`src/rtl/core/bme_pkg.sv`:
```
// Package for the bipartite matching engine: payload words, modes, sizes.
// No dependencies.
package bme_pkg;

   localparam int VARS_DEF   = 16;
   localparam int VALUES_DEF = 32;
   localparam int VAR_W      = 4;
   localparam int DOM_W      = 32;
   localparam int VAL_W      = 5;
   localparam int CNT_W      = 5;

   typedef enum logic [1:0] {
      MODE_WRITE  = 2'd0,
      MODE_GREEDY = 2'd1,
      MODE_REPAIR = 2'd2,
      MODE_NONE   = 2'd3
   } mode_type;

   typedef struct packed {
      logic [1:0]       mode;
      logic [VAR_W-1:0] var_index;
      logic [DOM_W-1:0] domain_bits;
   } req_word_type;

   typedef struct packed {
      logic [VAR_W-1:0] out_var;
      logic             is_matched;
      logic [VAL_W-1:0] matched_value;
      logic [CNT_W-1:0] matching_size;
      logic             last;
   } rsp_word_type;

endpackage

```
`src/rtl/core/bipartite_matching_engine_unit.sv`:
```
// Bipartite matching engine: one value a cycle under a state machine.
// A word is accepted when start is high and busy is low; mode 0 writes a
// domain. Modes 1 and 2 scan one candidate value per cycle (greedy: each
// variable in turn; repair: a drop pass over the variables, then a select
// step per variable and, for each unmatched one, a search of scan steps
// plus backtracks and one commit step per path frame), then report one
// word per cycle on rsp_valid, one for each variable.
// The receiver cannot stall. Depends on bme_pkg.
module bipartite_matching_engine_unit
   import bme_pkg::*;
#(
   parameter int VARS   = VARS_DEF,
   parameter int VALUES = VALUES_DEF
) (
   input  logic         clock,
   input  logic         reset,
   input  logic         start,
   output logic         busy,
   input  req_word_type req_word,
   output logic         rsp_valid,
   output rsp_word_type rsp_word
);

   localparam int VI_W = (VARS > 1) ? $clog2(VARS) : 1;
   localparam int VV_W = (VALUES > 1) ? $clog2(VALUES) : 1;
   localparam int D_W  = $clog2(VARS + 1);
   localparam int C_W  = $clog2(VARS + 1);
   localparam int VC_W = $clog2(VALUES + 1);

   typedef enum logic [7:0] {
      ST_IDLE   = 8'b0000_0001,
      ST_GREEDY = 8'b0000_0010,
      ST_DROP   = 8'b0000_0100,
      ST_AUGSEL = 8'b0000_1000,
      ST_SCAN   = 8'b0001_0000,
      ST_COMMIT = 8'b0010_0000,
      ST_BACK   = 8'b0100_0000,
      ST_REPORT = 8'b1000_0000
   } state_type;

   state_type state_ff, state_in;

   logic [VALUES-1:0] dom_ff [VARS];
   logic [VV_W-1:0]   vmatch_ff [VARS];
   logic [VARS-1:0]   vhas_ff;
   logic [VI_W-1:0]   owner_ff [VALUES];
   logic [VALUES-1:0] taken_ff;
   logic [VARS-1:0]   vseen_ff;
   logic [VALUES-1:0] valseen_ff;
   logic [VI_W-1:0]   pvar_ff [VARS];
   logic [VV_W-1:0]   pval_ff [VARS];
   logic [C_W-1:0]    count_ff;
   logic [VI_W-1:0]   k_ff;        // outer variable counter
   logic [VC_W-1:0]   v_ff;        // scan value (may reach VALUES)
   logic [D_W-1:0]    d_ff;        // path depth
   logic              k_end_ff;

   // shared candidate test for the current variable and value
   logic [VI_W-1:0] cur_u;
   logic [VV_W-1:0] cur_v;
   logic            v_ok, in_dom;
   assign cur_u  = (state_ff == ST_GREEDY) ? k_ff : pvar_ff[d_ff[VI_W-1:0]];
   assign cur_v  = v_ff[VV_W-1:0];
   assign v_ok   = (v_ff < VC_W'(VALUES));
   assign in_dom = v_ok && dom_ff[cur_u][cur_v];

   logic k_last;
   assign k_last = (k_ff == VI_W'(VARS - 1));

   assign busy = (state_ff != ST_IDLE);

   always_comb begin
      state_in = state_ff;
      case (state_ff)
         ST_IDLE: if (start) begin
            case (mode_type'(req_word.mode))
               MODE_GREEDY: state_in = ST_GREEDY;
               MODE_REPAIR: state_in = ST_DROP;
               default:     state_in = ST_IDLE;
            endcase
         end
         ST_GREEDY: if ((!v_ok || (in_dom && !taken_ff[cur_v])) && k_last)
            state_in = ST_REPORT;
         ST_DROP: if (k_last) state_in = ST_AUGSEL;
         ST_AUGSEL: begin
            if (k_end_ff || count_ff == C_W'(VARS)) state_in = ST_REPORT;
            else if (!vhas_ff[k_ff]) state_in = ST_SCAN;
         end
         ST_SCAN: begin
            if (!v_ok) state_in = ST_BACK;
            else if (in_dom && !(vhas_ff[cur_u] && vmatch_ff[cur_u] == cur_v)
                     && !valseen_ff[cur_v]) begin
               if (!taken_ff[cur_v]) state_in = ST_COMMIT;
            end
         end
         ST_COMMIT: if (d_ff == '0) state_in = ST_AUGSEL;
         ST_BACK:   state_in = (d_ff == '0) ? ST_AUGSEL : ST_SCAN;
         ST_REPORT: if (k_last) state_in = ST_IDLE;
         default:   state_in = ST_IDLE;
      endcase
   end

   // advance the sequencer and the stores
   always_ff @(posedge clock) begin
      if (reset) begin
         state_ff <= ST_IDLE;
         vhas_ff  <= '0;
         taken_ff <= '0;
         count_ff <= '0;
         k_ff     <= '0;
         k_end_ff <= 1'b0;
         v_ff     <= '0;
         d_ff     <= '0;
         vseen_ff <= '0;
         valseen_ff <= '0;
         for (int i = 0; i < VARS; i++) dom_ff[i] <= '0;
      end else begin
         state_ff <= state_in;
         case (state_ff)
            ST_IDLE: if (start) begin
               k_ff <= '0;
               v_ff <= '0;
               k_end_ff <= 1'b0;
               if (req_word.mode == MODE_WRITE && {1'b0, req_word.var_index} < 5'(VARS))
                  dom_ff[req_word.var_index[VI_W-1:0]] <=
                     VALUES'(req_word.domain_bits);
               if (req_word.mode == MODE_GREEDY) begin
                  vhas_ff  <= '0;
                  taken_ff <= '0;
                  count_ff <= '0;
               end
            end
            ST_GREEDY: begin
               if (!v_ok || (in_dom && !taken_ff[cur_v])) begin
                  if (v_ok) begin
                     vmatch_ff[k_ff]  <= cur_v;
                     vhas_ff[k_ff]    <= 1'b1;
                     owner_ff[cur_v]  <= k_ff;
                     taken_ff[cur_v]  <= 1'b1;
                     count_ff         <= count_ff + 1'b1;
                  end
                  k_ff <= k_last ? '0 : k_ff + 1'b1;
                  v_ff <= '0;
               end else v_ff <= v_ff + 1'b1;
            end
            // drop matches whose value left the domain
            ST_DROP: begin
               if (vhas_ff[k_ff] && !dom_ff[k_ff][vmatch_ff[k_ff]]) begin
                  taken_ff[vmatch_ff[k_ff]] <= 1'b0;
                  vhas_ff[k_ff] <= 1'b0;
                  count_ff <= count_ff - 1'b1;
               end
               k_ff <= k_last ? '0 : k_ff + 1'b1;
            end
            // pick the next unmatched root; rewind the counter for the report
            ST_AUGSEL: if (!(k_end_ff || count_ff == C_W'(VARS))) begin
               if (!vhas_ff[k_ff]) begin
                  vseen_ff   <= VARS'(1) << k_ff;
                  valseen_ff <= '0;
                  pvar_ff[0] <= k_ff;
                  d_ff <= '0;
                  v_ff <= '0;
               end
               k_end_ff <= k_last;
               k_ff <= k_last ? '0 : k_ff + 1'b1;
            end else k_ff <= '0;
            ST_SCAN: if (v_ok) begin
               if (in_dom && !(vhas_ff[cur_u] && vmatch_ff[cur_u] == cur_v)
                   && !valseen_ff[cur_v]) begin
                  valseen_ff[cur_v] <= 1'b1;
                  pval_ff[d_ff[VI_W-1:0]] <= cur_v;
                  if (!taken_ff[cur_v]) begin
                     count_ff <= count_ff + 1'b1;
                  end else if (!vseen_ff[owner_ff[cur_v]] &&
                               (d_ff + 1'b1) < D_W'(VARS)) begin
                     vseen_ff[owner_ff[cur_v]] <= 1'b1;
                     d_ff <= d_ff + 1'b1;
                     pvar_ff[VI_W'(d_ff + 1'b1)] <= owner_ff[cur_v];
                     v_ff <= '0;
                  end else v_ff <= v_ff + 1'b1;
               end else v_ff <= v_ff + 1'b1;
            end
            // apply one path frame per cycle, deepest first
            ST_COMMIT: begin
               vmatch_ff[pvar_ff[d_ff[VI_W-1:0]]] <= pval_ff[d_ff[VI_W-1:0]];
               vhas_ff[pvar_ff[d_ff[VI_W-1:0]]]   <= 1'b1;
               owner_ff[pval_ff[d_ff[VI_W-1:0]]]  <= pvar_ff[d_ff[VI_W-1:0]];
               taken_ff[pval_ff[d_ff[VI_W-1:0]]]  <= 1'b1;
               if (d_ff != '0) d_ff <= d_ff - 1'b1;
            end
            ST_BACK: if (d_ff != '0) begin
               d_ff <= d_ff - 1'b1;
               v_ff <= VC_W'(pval_ff[VI_W'(d_ff - 1'b1)]) + 1'b1;
            end
            ST_REPORT: k_ff <= k_last ? '0 : k_ff + 1'b1;
            default: ;
         endcase
      end
   end

   // drive one report word per cycle
   assign rsp_valid = (state_ff == ST_REPORT);
   always_comb begin
      rsp_word.out_var       = VAR_W'(k_ff);
      rsp_word.is_matched    = vhas_ff[k_ff];
      rsp_word.matched_value = vhas_ff[k_ff] ? VAL_W'(vmatch_ff[k_ff]) : '0;
      rsp_word.matching_size = CNT_W'(count_ff);
      rsp_word.last          = k_last;
   end

   a_count: assert property (@(posedge clock) disable iff (reset)
      count_ff <= C_W'(VARS)) else $error("count overflow");
   a_rsp_busy: assert property (@(posedge clock) disable iff (reset)
      rsp_valid |-> busy) else $error("report while idle");
   a_depth: assert property (@(posedge clock) disable iff (reset)
      d_ff < D_W'(VARS)) else $error("path too deep");
   a_last_idle: assert property (@(posedge clock) disable iff (reset)
      rsp_valid && rsp_word.last |=> !busy) else $error("no return to idle");

endmodule
```
`config.mk`:
```
export PLATFORM = sky130hd
export DESIGN_NAME = bipartite_matching_engine_unit
export DESIGN_NICKNAME = d
export VERILOG_FILES = /design/src/rtl/core/bme_pkg.sv /design/src/rtl/core/bipartite_matching_engine_unit.sv
export SDC_FILE = /design/constraint.sdc
export NUM_CORES = 2
export LEC_CHECK = 0
export BUFFER_PORTS_ARGS = -buffer_cell sky130_fd_sc_hd__buf_4
export CORE_MARGIN = 2
export CORE_UTILIZATION = 40
export CTS_CLUSTER_DIAMETER = 30
export DETAILED_ROUTE_END_ITERATION = 8
export PLACE_DENSITY_LB_ADDON = 0.12
export SLEW_MARGIN = 5
export SYNTH_ARGS = -nofsm -noshare
export SYNTH_HDL_FRONTEND = slang
export SYNTH_SLANG_ARGS = --single-unit
```
`constraint.sdc`:
```
create_clock -name clock -period 6.37 [get_ports clock]
set_input_delay 1.274 -clock clock [delete_from_list [all_inputs] [get_ports clock]]
set_output_delay 1.274 -clock clock [all_outputs]
set_load 0.05 [all_outputs]
```
After elaboration in Yosys (flattened, before gate mapping). Memory sizes are Yosys's and may differ from the RTL's. A register that Yosys moved wholly into a read port is not among the register bits. Index checks and enable logic that the tools add are counted.

Flip-flop bits (word level): 125. Bits in writable memories: 864. Input bits: 41. Output and inout bits: 18. Word-level logic and storage cells: 285. Memories: 5.

Memory list: dom_ff (depth 16, bits a word 32, read ports 2, clocked after Yosys merged registers in 1, write ports 16, RTL line bipartite_matching_engine_unit.sv:43) `logic [VALUES-1:0] dom_ff [VARS];`; owner_ff (depth 32, bits a word 4, read ports 1, clocked after Yosys merged registers in 1, write ports 1, RTL line bipartite_matching_engine_unit.sv:46) `logic [VI_W-1:0] owner_ff [VALUES];`; pval_ff (depth 16, bits a word 5, read ports 2, clocked after Yosys merged registers in 1, write ports 1, RTL line bipartite_matching_engine_unit.sv:51) `logic [VV_W-1:0] pval_ff [VARS];`; vmatch_ff (depth 16, bits a word 5, read ports 2, clocked after Yosys merged registers in 1, write ports 1, RTL line bipartite_matching_engine_unit.sv:44) `logic [VV_W-1:0] vmatch_ff [VARS];`; pvar_ff (depth 16, bits a word 4, read ports 1, clocked after Yosys merged registers in 1, write ports 1, RTL line bipartite_matching_engine_unit.sv:50) `logic [VI_W-1:0] pvar_ff [VARS];`.

$add $sub $neg: 7. Order comparisons: 15. Eq/ne operators: 36. Shift-type cells: 1. Multiplexer cells: 154. Bitwise operators: 10. Reduce and logical (&&, ||, !) cells: 47.

Operators by type and width (count): two-way mux 32 bit (10); two-way mux 16 bit (11); one-hot mux 32 bit (4 select lines) (1); two-way mux 5 bit (21); bitwise OR 32 bit (3); two-way mux 8 bit (10); two-way mux 4 bit (18); one-hot mux 16 bit (4 select lines) (1); one-hot mux 32 bit (2 select lines) (1); one-hot mux 8 bit (8 select lines) (1); two-way mux 6 bit (9); two-way mux 1 bit (51); bitwise OR 16 bit (3); AND 32 bit (1); inverter 32 bit (1); one-hot mux 16 bit (2 select lines) (1); OR reduction 32 bit (1); one-hot mux 6 bit (5 select lines) (1); inequality test 2 bit (second input constant) (14); binary-select mux 1 bit (select 5 bit) (4); less-than comparator 4 x 5 -> 1 bit (second input constant) (4); one-hot mux 5 bit (4 select lines) (1); less-than comparator 5 x 6 -> 1 bit (second input constant) (3); AND 16 bit (1); 52 further kinds (98).

Logic depth before layout (Yosys ltp).
Depth in word-level cells: 15. Mapped depth: 23. Mapped depth without buffers: 14.

Least setup slack after synthesis. Ideal clock, no wire load.

Path type: reg-to-reg. From: reg (tool-made name). To: mem pvar_ff[0][0] in the netlist's numbering (data pin). Library setup time: 0.330 ns. Data arrival time: 5.237 ns. Data required time: 6.040 ns. Setup slack: 0.803 ns. Cell stages (with the launch flop): 18. Path buffers: 5. Path through: dfxtp_1 clkbuf_1 buf_4 mux4_2 mux4_2 mux2i_1 clkbuf_1 mux2_2 o211ai_1 o21ai_0 o21ai_1 nand2_1 nand2b_1 or4_4 or4_1 buf_2 buf_2 o21ai_0.

RTL lines (RTL line): end: declaration (bipartite_matching_engine_unit.sv:50).

==> results.py <==
metrics = {
    "drt": {
        "detailroute.via_count": 38200,
        "post_drt_antenna_nets": 0,
        "routed_wl_um": 192000,
        "drcViolationCount": 0,
        "first_iter_violations": 4457,
        "avgRoutedWirePerCell_um": 30.5,
        "avgViaCountPerCell": 6.09,
        "drt_first_pass_iters": 9,
    },
    "synthesis": {
        "yosys.area.top_type_share": 0.499,
        "synth.cells.most_frequent": "sky130_fd_sc_hd__edfxtp_1, sky130_fd_sc_hd__and2_1, sky130_fd_sc_hd__nand2_1",
        "synth_ff_type": "sky130_fd_sc_hd__edfxtp_1",
        "synth_area_sq_um": 52000,
        "synth.largest_area_cell": "sky130_fd_sc_hd__edfxtp_1",
        "yosysUniqueCellTypes": 90,
        "synth-warning-count": 0,
        "async_reset_ff_frac": 0,
        "post_synthesis_net_count": 4231,
        "synth-seq-area-share": 0.552,
        "yosys.cell_count.top_type": "sky130_fd_sc_hd__edfxtp_1",
        "post_synth_edffs": 864,
        "ys_top_cells_by_area": "sky130_fd_sc_hd__edfxtp_1, sky130_fd_sc_hd__mux4_2, sky130_fd_sc_hd__and2_1, sky130_fd_sc_hd__dfxtp_1, sky130_fd_sc_hd__nand2_1",
        "synth_cells": 4167,
        "flip_flop_and_latch_count_after_synthesis": 1002,
        "syn_area_per_cell_sq_um": 12.5,
    },
    "setup_path": {
        "cp_arrival_ps": 6930,
        "timing.rr.end": "vhas_ff[10]",
        "chain_of_cells_forming_the_critical_path": "buf_12 > mux2i_1 > o32ai_1 > o21bai_1 > a21boi_2 > buf_4 > a21oi_2 > buf_4 > a211oi_1 > a2111oi_1 > a22oi_1 > and4_1 > nand4_2 > buf_4 > nor3_1 > o21ai_1 > buf_4 > a211oi_1 > o32ai_1",
        "timing.reg2reg.setup_slack_ps": 160,
        "crit_path_max_incr_delay_ps": 890,
        "setup.worst_path.start_class": "flip-flop",
        "number_of_cells_on_the_worst_reg_to_reg_path": 19,
        "cp.depth": 19,
        "critical_path_required_ps": 7090,
        "timing.critical_path.mode_cell": "sky130_fd_sc_hd__buf_4",
        "path_buf_inv": 5,
        "cpMaxStageDelayCell": "sky130_fd_sc_hd__a2111oi_1",
        "crit_path_end": "vhas_ff[10]",
        "timing_worst_setup_path_type": "reg2reg",
        "cp_top_family": "compound AO/OA/AOI/OAI gates",
        "endpoint_class_of_the_critical_path": "flip-flop",
        "critical_path.max_fanout": 17,
    },
    "floorplan": {
        "fp.coreArea_sq_um": 129000,
        "num_io_pins": 59,
        "rows": 132,
        "die-area_sq_um": 133000,
        "floorplan.die.width_um": 364,
        "floorplan_die_height_um": 364,
        "floorplan.initialDensity": 0.402,
    },
    "sta": {
        "worst_slew_pin_slew_ps": 1290,
        "finalHoldViolCount": 0,
        "share_of_the_clock_period_used_by_the_worst_path_after_layout": 0.975,
        "max_slew_margin": 0.139,
        "clock_skew_ps": 54.5,
        "rsz0062_at_grt": "false",
        "layout_setup_ws_ps": 162,
        "max_clock_freq_mhz": 161,
        "final_setup_vio_count": 0,
        "slew_viol_final": 0,
        "layout_min_cycle_time_ps": 6210,
        "setup_tns_ps": 0,
    },
    "pwr": {
        "ir_drop_mv": 0.300,
        "power.leakage_nw": 22.2,
        "pwr_density_cell_nw_per_um2": 358,
    },
    "final_layout": {
        "final-instance-count-excl-fill": 6282,
        "layout.filler_cells": 11400,
        "post_layout_util": 0.494,
        "flow.area_growth_from_synthesis_pct": 22.7,
        "multiInputGateArea_sq_um": 21800,
        "layout.cell_area.non_filler_sq_um": 63700,
        "seqCellArea_sq_um": 28700,
        "drive_above_1_share": 0.238,
        "fin_nets": 4391,
    },
    "clock_tree": {
        "ctsLongestPathBuffers": 3,
        "clkTransAtPathRegs_ps": 50,
        "clkLatencyLatePin_ps": 860,
        "clk_root_buffer_cell": "sky130_fd_sc_hd__clkbuf_16",
        "htreeDepth": 4,
        "cts_tree": "built",
        "clkSinkCount": 1002,
        "cts_inserted_buffers": 241,
    },
    "global_routing": {
        "via_count_of_the_first_global_routing_pass": 37800,
        "track_usage": 0.288,
        "grt_first_pass_wirelength_um": 275000,
        "grt_antenna_before_repair": 19,
        "pin_count_of_the_biggest_net_entering_global_routing": 62,
        "global_route.overflow_total": 0,
    },
    "placed_design": {
        "dpl_cell_area_sq_um": 55300,
        "detailed_place_hpwl_um": 122000,
        "dp_slack_ps": -18.7,
        "dp_cells": 5825,
        "globalplace.congestion": 0.891,
        "place.port_buffers": 58,
    },
    "run": {
        "drv_cap": 0,
    },
    "run_status": {
        "outcome": "completed",
    },
    "hold_path": {
        "kind_of_path_behind_the_tightest_hold_check": "reg2reg",
    },
}
## timing repair
item,4_1_cts,5_1_grt
cloned,0,0
hold buffers,0,0
setup buffers,0,1
pin swaps,0,1
setup endpoints to repair,20,94
resized for setup,1,1
## how the worst min path moves through the flow
stage,start,endpoint,cells after the start,slack (ps)
floorplan,valseen_ff[10],valseen_ff[10],2,430
global placement,valseen_ff[13],valseen_ff[13],2,440
detailed placement,valseen_ff[2],valseen_ff[2],2,450
CTS,valseen_ff[2],valseen_ff[2],2,470
global route,valseen_ff[12],valseen_ff[12],2,490
finish,valseen_ff[2],valseen_ff[2],2,460
## final cells by class
cell class              instances  share of cell area
diodes                          4            0.000157
flip-flops and latches       1002               0.451
clock buffers                 279              0.0985
inverters                      45             0.00265
clock inverters               173              0.0344
multi-input cells            2764               0.343
repair buffers                273              0.0369
well taps                    1742              0.0342
## metrics by stage
stage,power (mW),hold slack (ps)
2_1_floorplan,9.18,431
3_3_place_gp,10.2,444
3_5_place_dp,10.2,454
4_1_cts,22.9,466
5_1_grt,23.4,487
6_report,22.8,463
## worst register-to-register path, delay by kind of cell (launching register included)
family,cells,cell delay (ps)
flip-flops,1,370
AO/OA/AOI/OAI,10,3620
buffers and inverters,5,1220
multiplexers,1,310
AND/OR/NAND/NOR,3,550
## cells in the final DEF, fill, tap and decap left out, drive strengths merged, types with 8 or more instances in the layout
cell type and n:
edfxtp 864, and2 534, nand2 486, mux4 308, clkbuf 279, a21oi 274, buf 273, nor2 158
dfxtp 138, mux2i 135, nand3 114, o21ai 111, clkinv 93, nor3 78, a211oi 63, inv 59
o22ai 45, nor4 41, bufinv 40, a22oi 29, nand4 29, clkinvlp 26, mux2 23, nand2b 22
ha 22, a31oi 21, a221oi 20, a32oi 19, o211ai 19, o32ai 16, o31a 15, or3 15
and3 13, xnor2 12, or2 11, a2111oi 11, a311oi 9, nor2b 8
## state kept, by name (all words and copies together), names as in the netlist, named ones only
name / count
vmatch_ff: 80
vseen_ff: 16
v_ff: 6
d_ff: 5
taken_ff: 32
pval_ff: 80
state_ff: 8
count_ff: 5
k_ff: 4
owner_ff: 128
pvar_ff: 64
k_end_ff: 1
vhas_ff: 16
dom_ff: 512
valseen_ff: 32
## per-layer routing
layer  wire length, um  track usage  up-vias
li1                  -            -    16300
met1             75800        0.377    19400
met2             89500        0.456     2085
met3             18300       0.0727      484
met4              8010        0.124       12
met5                92            0        -
## power breakdown
| part | switching, mW | internal [mW] | total (mW) |
|---|---|---|---|
| registers | 0.189 | 7.33 | 7.52 |
| clock network | 4.02 | 8.63 | 12.7 |
| logic | 1.75 | 0.914 | 2.67 |
| total | 5.96 | 16.9 | 22.8 |
## logic make-up (layout without fill, tap and decap cells)
group / Yosys count / count (layout) / share of synthesized area
AND/OR/NAND/NOR: 1538 / 1538 / 0.152
flip-flops: 1002 / 1002 / 0.552
AO/OA/AOI/OAI: 722 / 722 / 0.0895
multiplexers: 466 / 466 / 0.164
buffers and inverters: 401 / 770 / 0.0339
adder cells (fa/ha/maj): 23 / 23 / 0.00568
XOR/XNOR: 15 / 15 / 0.00253
other: 0 / 4 / 0
(Power assumes the default switching activity.)
